==> config.mk <==
export PLATFORM = sky130hd
export DESIGN_NAME = page_table_walker
export DESIGN_NICKNAME = d
export VERILOG_FILES = /design/src/hw/rtl/ptw_pkg.sv /design/src/hw/rtl/ptw_front.sv /design/src/hw/rtl/ptw_queue.sv /design/src/hw/rtl/ptw_back.sv /design/src/hw/rtl/page_table_walker.sv
export SDC_FILE = /design/constraint.sdc
export NUM_CORES = 2
export LEC_CHECK = 0
export BUFFER_PORTS_ARGS = -buffer_cell sky130_fd_sc_hd__buf_2
export CAP_MARGIN = 20
export CORE_AREA = 2 2 372 374
export CTS_CLUSTER_SIZE = 14
export DETAILED_ROUTE_END_ITERATION = 12
export DIE_AREA = 0 0 374 376
export PLACE_DENSITY = 0.67
export SYNTH_ARGS = -nofsm -noshare
export SYNTH_HDL_FRONTEND = slang
export SYNTH_SLANG_ARGS = --single-unit
==> constraint.sdc <==
create_clock -name i_clk -period 13.7 [get_ports i_clk]
set_input_delay 2.74 -clock i_clk [delete_from_list [all_inputs] [get_ports i_clk]]
set_output_delay 2.74 -clock i_clk [all_outputs]
set_load 0.01 [all_outputs]
==> src/hw/rtl/ptw_pkg.sv <==
// ----------------------------------------------------------------------------
// ptw_pkg
// Shared types, codes and helpers of the page table walker.
// ----------------------------------------------------------------------------
package ptw_pkg;

    localparam int S_DATA_W = 136;   // 133 payload bits padded to bytes
    localparam int M_DATA_W = 192;   // 185 payload bits padded to bytes

    localparam int QUEUE_DEPTH = 4;  // front to back item queue
    localparam int OQ_DEPTH    = 4;  // result queue

    // satp mode codes
    localparam logic [3:0] SCHEME_BARE = 4'd0;
    localparam logic [3:0] SCHEME_SV32 = 4'd1;
    localparam logic [3:0] SCHEME_SV39 = 4'd8;
    localparam logic [3:0] SCHEME_SV48 = 4'd9;

    // configuration register indexes
    localparam logic CFG_SCHEME = 1'b0;
    localparam logic CFG_ROOT   = 1'b1;

    // access kinds
    localparam logic [1:0] ACC_READ  = 2'd0;
    localparam logic [1:0] ACC_WRITE = 2'd1;
    localparam logic [1:0] ACC_EXEC  = 2'd2;

    // pte flag bit positions
    localparam int PTE_V = 0;
    localparam int PTE_R = 1;
    localparam int PTE_W = 2;
    localparam int PTE_X = 3;
    localparam int PTE_U = 4;
    localparam int PTE_A = 6;
    localparam int PTE_D = 7;

    typedef enum logic [1:0] {
        KIND_READ      = 2'd0,
        KIND_WRITEBACK = 2'd1,
        KIND_DONE      = 2'd2,
        KIND_FAULT     = 2'd3
    } t_kind;

    // decoded input transaction
    typedef struct packed {
        logic        is_req;
        logic [63:0] vaddr;
        logic [1:0]  access;
        logic        sup;
        logic        sum;
        logic        mxr;
        logic [63:0] pte;
        logic        pte_bad;    // not valid, or write without read
        logic        pte_leaf;   // readable or executable
    } t_item;

    typedef struct packed {
        t_kind       kind;
        logic [55:0] pte_address;
        logic        pte_wide;
        logic [63:0] pte_update;
        logic [63:0] physical_address;
        logic        last;
    } t_result;

    function automatic logic [2:0] scheme_levels(input logic [3:0] s);
        logic [2:0] lv;
        case (s)
            SCHEME_SV32: lv = 3'd2;
            SCHEME_SV39: lv = 3'd3;
            SCHEME_SV48: lv = 3'd4;
            default:     lv = 3'd0;
        endcase
        return lv;
    endfunction

    function automatic t_result make_result(input t_kind kind, input logic [55:0] addr,
                                            input logic wide, input logic [63:0] upd,
                                            input logic [63:0] pa, input logic last);
        t_result r;
        r.kind             = kind;
        r.pte_address      = addr;
        r.pte_wide         = wide;
        r.pte_update       = upd;
        r.physical_address = pa;
        r.last             = last;
        return r;
    endfunction

endpackage

==> src/hw/rtl/ptw_front.sv <==
// ----------------------------------------------------------------------------
// ptw_front
// Input stage: accepts transactions, unpacks fields and classifies the pte.
// ----------------------------------------------------------------------------
module ptw_front (
    input  logic                          i_clk,
    input  logic                          i_rst_n,
    input  logic                          i_valid,
    output logic                          o_ready,
    input  logic [ptw_pkg::S_DATA_W-1:0]  i_tdata,
    input  logic                          i_tuser,
    output logic                          o_valid,
    input  logic                          i_ready,
    output ptw_pkg::t_item                o_item
);
    import ptw_pkg::*;

    logic  r_valid;
    t_item r_item;
    t_item n_item;

    assign o_ready = !r_valid || i_ready;
    assign o_valid = r_valid;
    assign o_item  = r_item;

    always_comb begin
        n_item.is_req   = !i_tuser;
        n_item.vaddr    = i_tdata[63:0];
        n_item.access   = i_tdata[65:64];
        n_item.sup      = i_tdata[66];
        n_item.sum      = i_tdata[67];
        n_item.mxr      = i_tdata[68];
        n_item.pte      = i_tdata[132:69];
        n_item.pte_bad  = !n_item.pte[PTE_V] || (!n_item.pte[PTE_R] && n_item.pte[PTE_W]);
        n_item.pte_leaf = n_item.pte[PTE_R] || n_item.pte[PTE_X];
    end

    always_ff @(posedge i_clk) begin
        if (!i_rst_n) begin
            r_valid <= 1'b0;
        end else if (o_ready) begin
            r_valid <= i_valid;
        end
    end

    always_ff @(posedge i_clk) begin
        if (o_ready && i_valid) begin
            r_item <= n_item;
        end
    end

endmodule

==> src/hw/rtl/ptw_queue.sv <==
// ----------------------------------------------------------------------------
// ptw_queue
// Short queue of decoded transactions between front and back.
// ----------------------------------------------------------------------------
module ptw_queue (
    input  logic            i_clk,
    input  logic            i_rst_n,
    input  logic            i_push_valid,
    output logic            o_push_ready,
    input  ptw_pkg::t_item  i_push_item,
    output logic            o_pop_valid,
    input  logic            i_pop_ready,
    output ptw_pkg::t_item  o_pop_item
);
    import ptw_pkg::*;

    localparam int PTR_W = $clog2(QUEUE_DEPTH);
    localparam int CNT_W = $clog2(QUEUE_DEPTH + 1);

    t_item            r_mem [QUEUE_DEPTH];
    logic [PTR_W-1:0] r_wp;
    logic [PTR_W-1:0] r_rp;
    logic [CNT_W-1:0] r_count;
    logic             w_push;
    logic             w_pop;

    assign o_push_ready = (r_count != CNT_W'(QUEUE_DEPTH));
    assign o_pop_valid  = (r_count != '0);
    assign o_pop_item   = r_mem[r_rp];
    assign w_push       = i_push_valid && o_push_ready;
    assign w_pop        = o_pop_valid && i_pop_ready;

    always_ff @(posedge i_clk) begin
        if (!i_rst_n) begin
            r_wp    <= '0;
            r_rp    <= '0;
            r_count <= '0;
        end else begin
            if (w_push) begin
                r_wp <= r_wp + PTR_W'(1);
            end
            if (w_pop) begin
                r_rp <= r_rp + PTR_W'(1);
            end
            if (w_push && !w_pop) begin
                r_count <= r_count + CNT_W'(1);
            end else if (w_pop && !w_push) begin
                r_count <= r_count - CNT_W'(1);
            end
        end
    end

    always_ff @(posedge i_clk) begin
        if (w_push) begin
            r_mem[r_wp] <= i_push_item;
        end
    end

endmodule

==> src/hw/rtl/ptw_back.sv <==
// ----------------------------------------------------------------------------
// ptw_back
// Walk engine: holds the walk state and configuration, checks ptes and
// queues read, write-back, done and fault results.
// ----------------------------------------------------------------------------
module ptw_back #(
    parameter int MAX_LEVELS = 4
) (
    input  logic                          i_clk,
    input  logic                          i_rst_n,
    input  logic                          i_cfg_valid,
    output logic                          o_cfg_ready,
    input  logic                          i_cfg_index,
    input  logic [43:0]                   i_cfg_data,
    input  logic                          i_item_valid,
    output logic                          o_item_ready,
    input  ptw_pkg::t_item                i_item,
    output logic                          o_valid,
    input  logic                          i_ready,
    output ptw_pkg::t_result              o_result
);
    import ptw_pkg::*;

    localparam int         LVL_W    = $clog2(MAX_LEVELS);
    localparam logic [2:0] MAX_LV   = 3'(MAX_LEVELS);
    localparam int         OQ_PTR_W = $clog2(OQ_DEPTH);
    localparam int         OQ_CNT_W = $clog2(OQ_DEPTH + 1);

    // configuration
    logic [3:0]  r_scheme;
    logic [43:0] r_root;

    // walk state
    logic             r_busy;
    logic             n_busy;
    logic [LVL_W-1:0] r_level;
    logic [LVL_W-1:0] n_level;
    logic [63:0]      r_vaddr;
    logic [1:0]       r_access;
    logic             r_sup;
    logic             r_sum;
    logic             r_mxr;
    logic [55:0]      r_pte_addr;
    logic [55:0]      n_pte_addr;

    // result queue
    t_result             r_oq [OQ_DEPTH];
    logic [OQ_PTR_W-1:0] r_oq_wp;
    logic [OQ_PTR_W-1:0] r_oq_rp;
    logic [OQ_CNT_W-1:0] r_oq_count;

    logic        w_take;
    logic        w_pop;
    logic [2:0]  w_levels;
    logic        w_sv32;
    logic        w_scheme_bad;
    logic [63:0] w_pte;
    logic [43:0] w_ppn;
    logic        w_write;

    // next read address
    logic [63:0]      w_rd_vaddr;
    logic [LVL_W-1:0] w_rd_level;
    logic [43:0]      w_rd_base;
    logic [5:0]       w_rd_shamt;
    logic [63:0]      w_rd_idx;
    logic [11:0]      w_rd_off;
    logic [55:0]      w_rd_addr;

    // leaf checks
    logic        w_priv_fault;
    logic        w_perm_ok;
    logic        w_need_wb;
    logic [63:0] w_upd;
    logic [5:0]  w_pa_shamt;
    logic [63:0] w_lowmask;
    logic [63:0] w_pa;

    logic [1:0]  w_n_res;
    t_result     w_res0;
    t_result     w_res1;

    assign o_cfg_ready  = 1'b1;
    assign o_item_ready = (r_oq_count <= OQ_CNT_W'(OQ_DEPTH - 2));
    assign w_take       = i_item_valid && o_item_ready;
    assign o_valid      = (r_oq_count != '0);
    assign o_result     = r_oq[r_oq_rp];
    assign w_pop        = o_valid && i_ready;

    assign w_levels     = scheme_levels(r_scheme);
    assign w_sv32       = (r_scheme == SCHEME_SV32);
    assign w_scheme_bad = (w_levels == 3'd0) || (w_levels > MAX_LV);
    assign w_pte        = w_sv32 ? {32'd0, i_item.pte[31:0]} : i_item.pte;
    assign w_ppn        = w_sv32 ? {22'd0, w_pte[31:10]} : w_pte[53:10];
    assign w_write      = (r_access == ACC_WRITE);

    // read address for a new walk or the next level down
    always_comb begin
        w_rd_vaddr = i_item.is_req ? i_item.vaddr : r_vaddr;
        w_rd_level = i_item.is_req ? LVL_W'(w_levels - 3'd1) : r_level - LVL_W'(1);
        w_rd_base  = i_item.is_req ? (w_sv32 ? {22'd0, r_root[21:0]} : r_root) : w_ppn;
        w_rd_shamt = 6'd12 + 6'(w_rd_level) * (w_sv32 ? 6'd10 : 6'd9);
        w_rd_idx   = w_rd_vaddr >> w_rd_shamt;
        w_rd_off   = w_sv32 ? {w_rd_idx[9:0], 2'b00} : {w_rd_idx[8:0], 3'b000};
        w_rd_addr  = {w_rd_base, w_rd_off};
    end

    // leaf permission and address composition
    always_comb begin
        if (r_sup) begin
            w_priv_fault = w_pte[PTE_U] && (!r_sum || r_access == ACC_EXEC);
        end else begin
            w_priv_fault = !w_pte[PTE_U];
        end
        case (r_access)
            ACC_READ:  w_perm_ok = w_pte[PTE_R] || (r_mxr && w_pte[PTE_X]);
            ACC_WRITE: w_perm_ok = w_pte[PTE_W];
            ACC_EXEC:  w_perm_ok = w_pte[PTE_X];
            default:   w_perm_ok = 1'b0;
        endcase
        w_need_wb  = !w_pte[PTE_A] || (w_write && !w_pte[PTE_D]);
        w_upd      = w_pte | (64'd1 << PTE_A) | (w_write ? (64'd1 << PTE_D) : 64'd0);
        w_pa_shamt = 6'd12 + 6'(r_level) * (w_sv32 ? 6'd10 : 6'd9);
        w_lowmask  = (64'd1 << w_pa_shamt) - 64'd1;
        w_pa       = ({8'd0, w_ppn, 12'd0} & ~w_lowmask) | (r_vaddr & w_lowmask);
    end

    always_comb begin
        n_busy     = r_busy;
        n_level    = r_level;
        n_pte_addr = r_pte_addr;
        w_n_res    = 2'd0;
        w_res0     = make_result(KIND_FAULT, 56'd0, 1'b0, 64'd0, 64'd0, 1'b1);
        w_res1     = make_result(KIND_DONE, 56'd0, 1'b0, 64'd0, w_pa, 1'b1);
        if (w_take) begin
            if (i_item.is_req) begin
                n_busy  = 1'b0;
                w_n_res = 2'd1;
                if (r_scheme == SCHEME_BARE) begin
                    w_res0 = make_result(KIND_DONE, 56'd0, 1'b0, 64'd0, i_item.vaddr, 1'b1);
                end else if (!w_scheme_bad) begin
                    n_busy     = 1'b1;
                    n_level    = w_rd_level;
                    n_pte_addr = w_rd_addr;
                    w_res0     = make_result(KIND_READ, w_rd_addr, !w_sv32, 64'd0, 64'd0,
                                             1'b1);
                end
            end else if (r_busy) begin
                n_busy  = 1'b0;
                w_n_res = 2'd1;
                if (w_scheme_bad || 3'(r_level) >= w_levels || i_item.pte_bad) begin
                    // fault result already set up
                end else if (!i_item.pte_leaf) begin
                    if (r_level != '0) begin
                        n_busy     = 1'b1;
                        n_level    = w_rd_level;
                        n_pte_addr = w_rd_addr;
                        w_res0     = make_result(KIND_READ, w_rd_addr, !w_sv32, 64'd0,
                                                 64'd0, 1'b1);
                    end
                end else if (!w_priv_fault && w_perm_ok) begin
                    if (w_need_wb) begin
                        w_n_res = 2'd2;
                        w_res0  = make_result(KIND_WRITEBACK, r_pte_addr, !w_sv32, w_upd,
                                              64'd0, 1'b0);
                    end else begin
                        w_res0  = w_res1;
                    end
                end
            end
        end
    end

    always_ff @(posedge i_clk) begin
        if (!i_rst_n) begin
            r_scheme <= SCHEME_BARE;
            r_root   <= '0;
        end else if (i_cfg_valid && o_cfg_ready) begin
            if (i_cfg_index == CFG_SCHEME) begin
                r_scheme <= i_cfg_data[3:0];
            end
            if (i_cfg_index == CFG_ROOT) begin
                r_root <= i_cfg_data;
            end
        end
    end

    always_ff @(posedge i_clk) begin
        if (!i_rst_n) begin
            r_busy  <= 1'b0;
            r_level <= '0;
        end else begin
            r_busy  <= n_busy;
            r_level <= n_level;
        end
    end

    always_ff @(posedge i_clk) begin
        r_pte_addr <= n_pte_addr;
        if (w_take && i_item.is_req) begin
            r_vaddr  <= i_item.vaddr;
            r_access <= i_item.access;
            r_sup    <= i_item.sup;
            r_sum    <= i_item.sum;
            r_mxr    <= i_item.mxr;
        end
    end

    always_ff @(posedge i_clk) begin
        if (!i_rst_n) begin
            r_oq_wp    <= '0;
            r_oq_rp    <= '0;
            r_oq_count <= '0;
        end else begin
            r_oq_wp    <= r_oq_wp + OQ_PTR_W'(w_n_res);
            r_oq_count <= r_oq_count + OQ_CNT_W'(w_n_res) - OQ_CNT_W'(w_pop);
            if (w_pop) begin
                r_oq_rp <= r_oq_rp + OQ_PTR_W'(1);
            end
        end
    end

    always_ff @(posedge i_clk) begin
        if (w_n_res != 2'd0) begin
            r_oq[r_oq_wp] <= w_res0;
        end
        if (w_n_res == 2'd2) begin
            r_oq[r_oq_wp + OQ_PTR_W'(1)] <= w_res1;
        end
    end

    a_oq_bound: assert property (@(posedge i_clk) disable iff (!i_rst_n)
        r_oq_count <= OQ_CNT_W'(OQ_DEPTH))
        else $error("result queue overflow");

    a_idle_response: assert property (@(posedge i_clk) disable iff (!i_rst_n)
        (w_take && !i_item.is_req && !r_busy) |-> (w_n_res == 2'd0))
        else $error("response while idle produced a result");

    a_pair_order: assert property (@(posedge i_clk) disable iff (!i_rst_n)
        (w_n_res == 2'd2) |-> (w_res0.kind == KIND_WRITEBACK && w_res1.kind == KIND_DONE
                               && !w_res0.last && w_res1.last))
        else $error("write-back must precede done");

    a_bare_idle: assert property (@(posedge i_clk) disable iff (!i_rst_n)
        (w_take && i_item.is_req && r_scheme == SCHEME_BARE) |=> !r_busy)
        else $error("bare request left a walk running");

endmodule

==> src/hw/rtl/page_table_walker.sv <==
// ----------------------------------------------------------------------------
// page_table_walker
// Sv32/Sv39/Sv48 translation walker: front stage, item queue, walk engine.
// ----------------------------------------------------------------------------
// throughput: one input transaction per cycle while not stalled; a leaf
//   needing a write-back gives two results, so the result port bounds the
//   rate at one result a cycle
// reset: synchronous active low; clears the walk, the queues, bare mode, root 0
module page_table_walker #(
    parameter int MAX_LEVELS = 4
) (
    input  logic                          i_clk,
    input  logic                          i_rst_n,
    // configuration write channel
    input  logic                          i_cfg_valid,
    output logic                          o_cfg_ready,
    input  logic                          i_cfg_index,
    input  logic [43:0]                   i_cfg_data,
    // input stream
    input  logic                          s_axis_tvalid,
    output logic                          s_axis_tready,
    // virtual_address[63:0], access_kind[65:64], supervisor[66],
    // permit_user_pages[67], exec_readable[68], pte_word[132:69], zero pad
    input  logic [ptw_pkg::S_DATA_W-1:0]  s_axis_tdata,
    input  logic                          s_axis_tuser,  // mode
    // result stream
    output logic                          m_axis_tvalid,
    input  logic                          m_axis_tready,
    // pte_address[55:0], pte_wide[56], pte_update[120:57],
    // physical_address[184:121], zero pad
    output logic [ptw_pkg::M_DATA_W-1:0]  m_axis_tdata,
    output logic [1:0]                    m_axis_tuser,  // result_kind
    output logic                          m_axis_tlast
);
    import ptw_pkg::*;

    logic    w_f_valid;
    logic    w_f_ready;
    t_item   w_f_item;
    logic    w_q_valid;
    logic    w_q_ready;
    t_item   w_q_item;
    t_result w_res;

    ptw_front u_front (
        .i_clk   (i_clk),
        .i_rst_n (i_rst_n),
        .i_valid (s_axis_tvalid),
        .o_ready (s_axis_tready),
        .i_tdata (s_axis_tdata),
        .i_tuser (s_axis_tuser),
        .o_valid (w_f_valid),
        .i_ready (w_f_ready),
        .o_item  (w_f_item)
    );

    ptw_queue u_queue (
        .i_clk        (i_clk),
        .i_rst_n      (i_rst_n),
        .i_push_valid (w_f_valid),
        .o_push_ready (w_f_ready),
        .i_push_item  (w_f_item),
        .o_pop_valid  (w_q_valid),
        .i_pop_ready  (w_q_ready),
        .o_pop_item   (w_q_item)
    );

    ptw_back #(
        .MAX_LEVELS (MAX_LEVELS)
    ) u_back (
        .i_clk        (i_clk),
        .i_rst_n      (i_rst_n),
        .i_cfg_valid  (i_cfg_valid),
        .o_cfg_ready  (o_cfg_ready),
        .i_cfg_index  (i_cfg_index),
        .i_cfg_data   (i_cfg_data),
        .i_item_valid (w_q_valid),
        .o_item_ready (w_q_ready),
        .i_item       (w_q_item),
        .o_valid      (m_axis_tvalid),
        .i_ready      (m_axis_tready),
        .o_result     (w_res)
    );

    assign m_axis_tdata = {7'd0, w_res.physical_address, w_res.pte_update,
                           w_res.pte_wide, w_res.pte_address};
    assign m_axis_tuser = w_res.kind;
    assign m_axis_tlast = w_res.last;

endmodule

==> impl_summary.md <==
STA
The actual transition at the worst max-transition pin is approximately 1.3 ns. Derived from the worst setup path, the maximum achievable clock frequency is ~150 MHz. Adding up every negative setup slack in the final design gives 0 ns. After layout, the worst setup slack is 7.199 ns.

The total of endpoints with negative setup slack in the final report is 0. Measured against its own limit, the worst slew margin works out to around 15%. The shortest clock period the worst path allows after layout is about 6.5 ns. The final-report hold violation count is 0.

The setup clock skew after layout is approximately 0.061 ns. Setup repair after global routing left no endpoint under its margin. After layout, the worst path uses roughly 47% of the clock period.

The total count of max-transition violations in the final report is 0.

Job
Across the run, the number of max-cap violations was 0.

Routing
The number of remaining DRC errors is 0. The violation count after the first detailed-route iteration is ~6600. The number of detailed-route iterations in the first pass is 8. The post-detailed-route wirelength per cell is ~30 um.

The via count of the routed design is approximately 47000. The via-per-instance ratio is between 6 and 7. Wires add up to approximately 220000 um. In this run the remaining antenna-violating nets after routing total 0.

Logic synthesis
The fraction of the yosys area taken by sequential cells is a little over three fifths. The flip-flop and latch count after synthesis is around 1600. Summing the areas of all compound-gate instances in the mapped netlist gives 13.51% of the synthesized area. Counting flops with an async set or reset pin after synthesis yields a share of 0%. The number of enable flip-flop cells after synthesis is roughly 1100. The cell area that synthesis handed to floorplanning was 67880 um^2. The most used flip-flop cell after synthesis is edfxtp_1. After synthesis, the largest family of logic cells by area is compound AO/OA/AOI/OAI gates. Synthesis produced a netlist whose cell count is 5067. The adder-cell share of the synthesized area is 0.4829%.

The fraction of synthesized area in multiplexers is 11.55%. The count of different cell masters after synthesis is 106. The average size of a mapped cell is 13.40 um^2.

The area share of and/or/nand/nor cells after synthesis is under 10%. The xor and xnor area share after synthesis is 0.3871%. The number of warnings reported in the yosys synthesis log is 0.

Placement
Prior to clock tree synthesis, the placed netlist has a worst setup slack of about 7.5 ns. The count of buffers added on input and output ports is around 370. The wire-length estimate of the detail-placed layout is about 150000 um.

The instance count after placement with tap cells included is between 6000 and 7000. The final weighted congestion in routability-driven placement is 1.003.

Worst setup path
For the worst setup path, the data arrival time is 3.76 ns. The startpoint type of the worst setup path is a flip-flop. The worst setup path is of the reg -> out kind. The largest single stage delay on the critical path is roughly 0.85 ns.

In this run the worst path has a maximum fanout of between 60 and 70. The element type at the critical path end is an output port. Counting buffers and inverters, the worst setup path is 4 cells deep. The cell family contributing the most delay on the critical path is buffers and inverters. The worst-path cell with the longest stage delay is buf_4.

The length in cells of the worst reg-to-reg path is 15. For the worst setup path, the data required time is 10.96 ns. The most numerous cell type found on the critical path is buf_4. Together, buffers and inverters on the worst path number 3. The critical path goes through buf_4, buf_4, mux4_2, buf_2.

Power
In this run the static leakage power is between 20 and 30 nW. For this design the ratio of total power to cell area is around 200 nW/um^2. Cell internal power was estimated by the tool at 9.781 mW. Total power for the finished layout comes to roughly 15 mW. In this run, flip-flops and latches consume around two fifths of the power.

The worst-case IR drop observed on VDD is roughly 140 uV. The clock network fraction of design power is a little under 30%. In this run switching power makes up between 30% and 40% of total power.

The power spent charging and discharging nets is ~5.6 mW. Of the total power, combinational logic draws 31.4%.

Clock network
The post-CTS setup repair buffer count is 0. The H-tree depth is 4. The number of clock sinks is ~1600. No sink is reached through more buffers than the 3 on the longest clock path.

The buffer type at the clock tree root is clkbuf_16. After clock tree synthesis, the clock-pin slew on the worst setup and hold paths is ~0.060 ns. In this run, CTS created clock tree buffers numbering 163. In this run, post-CTS hold repair placed 0 buffers. The clock latency at the later pin of the worst-skew pair is between 0.8 and 0.9 ns. The number of gates resized after cts is 0. TritonCTS built the clock tree.

Finish
The finished layout holds about 7000 standard cells, fillers aside. The share of post-route cells with drive strength above 1 is between 20% and 30%. At the end of the flow, the number of nets in the layout was approximately 5500. Measured on the finished design, the core utilization comes to 56.03%.

The synthesis-to-layout area growth is 12.79%.

Min path
Along the worst hold path, the cell count comes to 2. The class of the most critical hold timing path is reg -> reg.

Run status
The flow ran to the end, and the final reports show no timing, DRC or antenna violations.

Global routing
The number of antenna violations at the first check in global routing is 13. The via count of the first global-routing pass is 44680. The wire length of the first global-routing pass is ~320000 um.

Global routing used about 31% of the available tracks across all layers. After global routing the overflow that remains totals 0. The maximum number of pins on one net before global-route repair is around 130.

Die
The floorplan die area is between 100000 and 150000 um^2. The die is around 380 um tall. The number of core rows is roughly 140. The total area inside the core boundary comes to about 140000 um^2. Pin placement for this block handled just under 400 I/O pins.

The chip width is roughly 370 um. For this configuration, the core starts out at a cell density of approximately half.
[synthesized netlist by cell type (23+ instances only)]
cell type     n  area (um^2)
nand2_1     543         2038
nand2b_1     31        193.9
and3_1       43        269.0
mux4_2      318         7162
a21oi_1     182        910.9
and2_1       27        168.9
nor3_1       27        135.1
inv_1        43        161.4
clkbuf_1    258        968.4
dfxtp_1     558        11170
edfxtp_1   1059        31800
buf_1        65        244.0
a22o_1      224         1962
o21ai_0     372         1862
o22ai_1     212         1326
buf_2        77        385.4
a21o_1       27        202.7
a31oi_1      37        231.5
nand3_1     253         1266
ha_1         23        287.8
mux2i_1      50        500.5
a21boi_0     55        412.9
nor2_1      169        634.4
[registers in the layout, summed over array words and instances, names as in the netlist, named ones only]
register	flops
u_back.r_oq	744
u_queue.r_mem	544
u_front.o_item	136
u_back.r_vaddr	64
u_back.r_pte_addr	54
u_back.r_root	44
u_back.r_scheme	4
u_back.r_oq_count	3
u_queue.r_count	3
u_back.r_access	2
u_back.r_level	2
u_back.r_oq_rp	2
u_back.r_oq_wp	2
u_queue.r_rp	2
u_queue.r_wp	2
u_back.r_busy	1
u_back.r_mxr	1
u_back.r_sum	1
u_back.r_sup	1
u_front.o_valid	1
[routing by layer]
metal	share of wire [%]	track usage (%)
met5	0.0032	0
met4	4.9	14.30
met3	10	6.878
met2	44	44.78
met1	41	44.49
[worst reg2reg max path, cell delays in order (launching register included)]
cell	delay, ns
dfxtp_1	0.52
or4b_1	0.80
nand2_1	0.17
buf_4	0.25
inv_1	0.17
ha_1	0.31
a21oi_1	0.23
nor2_1	0.13
nor4b_4	0.39
nand3_1	0.26
nor2_4	0.69
inv_2	0.30
nor3_2	0.30
nor2_4	0.08
inv_2	0.47
buf_4	0.74
[cell usage in the layout, fill, tap and decap left out, drive strengths merged, types with 21 or more instances in the layout]
master  netlist  layout
clkinv        1      49
mux2i        50      50
o21ai       382     382
and2         30      30
a31oi        38      38
a21o         27      27
nor3         28      28
o22ai       214     214
and3         43      43
edfxtp     1059    1059
a22o        224     224
ha           23      23
nand2b       31      31
inv          45      52
a21boi       57      57
clkbuf      259     237
o31ai        21      21
dfxtp       558     558
nand2       544     544
mux4        320     320
xnor2        22      22
buf         165     459
nor2        172     172
nand3       254     254
a21oi       187     187
[final cells by class]
type,instances,area [um^2]
Fill cell,10943,60090
Sequential cell,1617,42990
Antenna cell,3,7.507
Timing Repair Buffer,459,2530
Clock inverter,64,759.5
Multi-Input combinational cell,2992,23220
Inverter,46,172.7
Tap cell,1794,2245
Clock buffer,237,4633
[logic make-up (layout without fill, tap and decap cells)]
logic type               count (synthesis)  in the layout
flip-flops                            1617           1617
AO/OA/AOI/OAI                         1367           1367
AND/OR/NAND/NOR                       1175           1175
buffers and inverters                  470            806
multiplexers                           381            381
XOR/XNOR                                30             30
adder cells (fa/ha/maj)                 25             25
other                                    2             17
[worst paths after layout]
kind / endpoint / slack [ns] / from
worst max-delay path: m_axis_tdata[149] / 7.20 / flip-flop
worst min register to register: u_back.r_oq[2][71]$_SDFFE_PP0P_ / 0.45 / u_back.r_oq[2][71]$_SDFFE_PP0P_
worst max register to register: u_back.r_oq[1][25]$_DFFE_PP_ / 7.47 / u_back.r_scheme[3]$_SDFFE_PN0P_
worst min-delay path: u_back.r_oq[2][71]$_SDFFE_PP0P_ / 0.45 / u_back.r_oq[2][71]$_SDFFE_PP0P_
[power by group through the flow]
stage,combinational (mW),sequential (mW),clock (mW)
floorplan,2.89,6.06,0
global placement,4.71,6.17,0
detailed placement,4.71,6.20,0
CTS,4.73,6.10,4.50
global route,5.02,6.15,4.69
finish,4.83,6.10,4.45
[metrics by stage]
step / instance area [um^2] / hold WS (ns)
finish: 76560 / 0.4506
global route: 76550 / 0.4705
CTS: 76550 / 0.4506
detailed placement: 71160 / 0.4409
global placement: 71160 / 0.4263
floorplan: 67920 / 0.4185
Power figures use the tool's default switching activity.
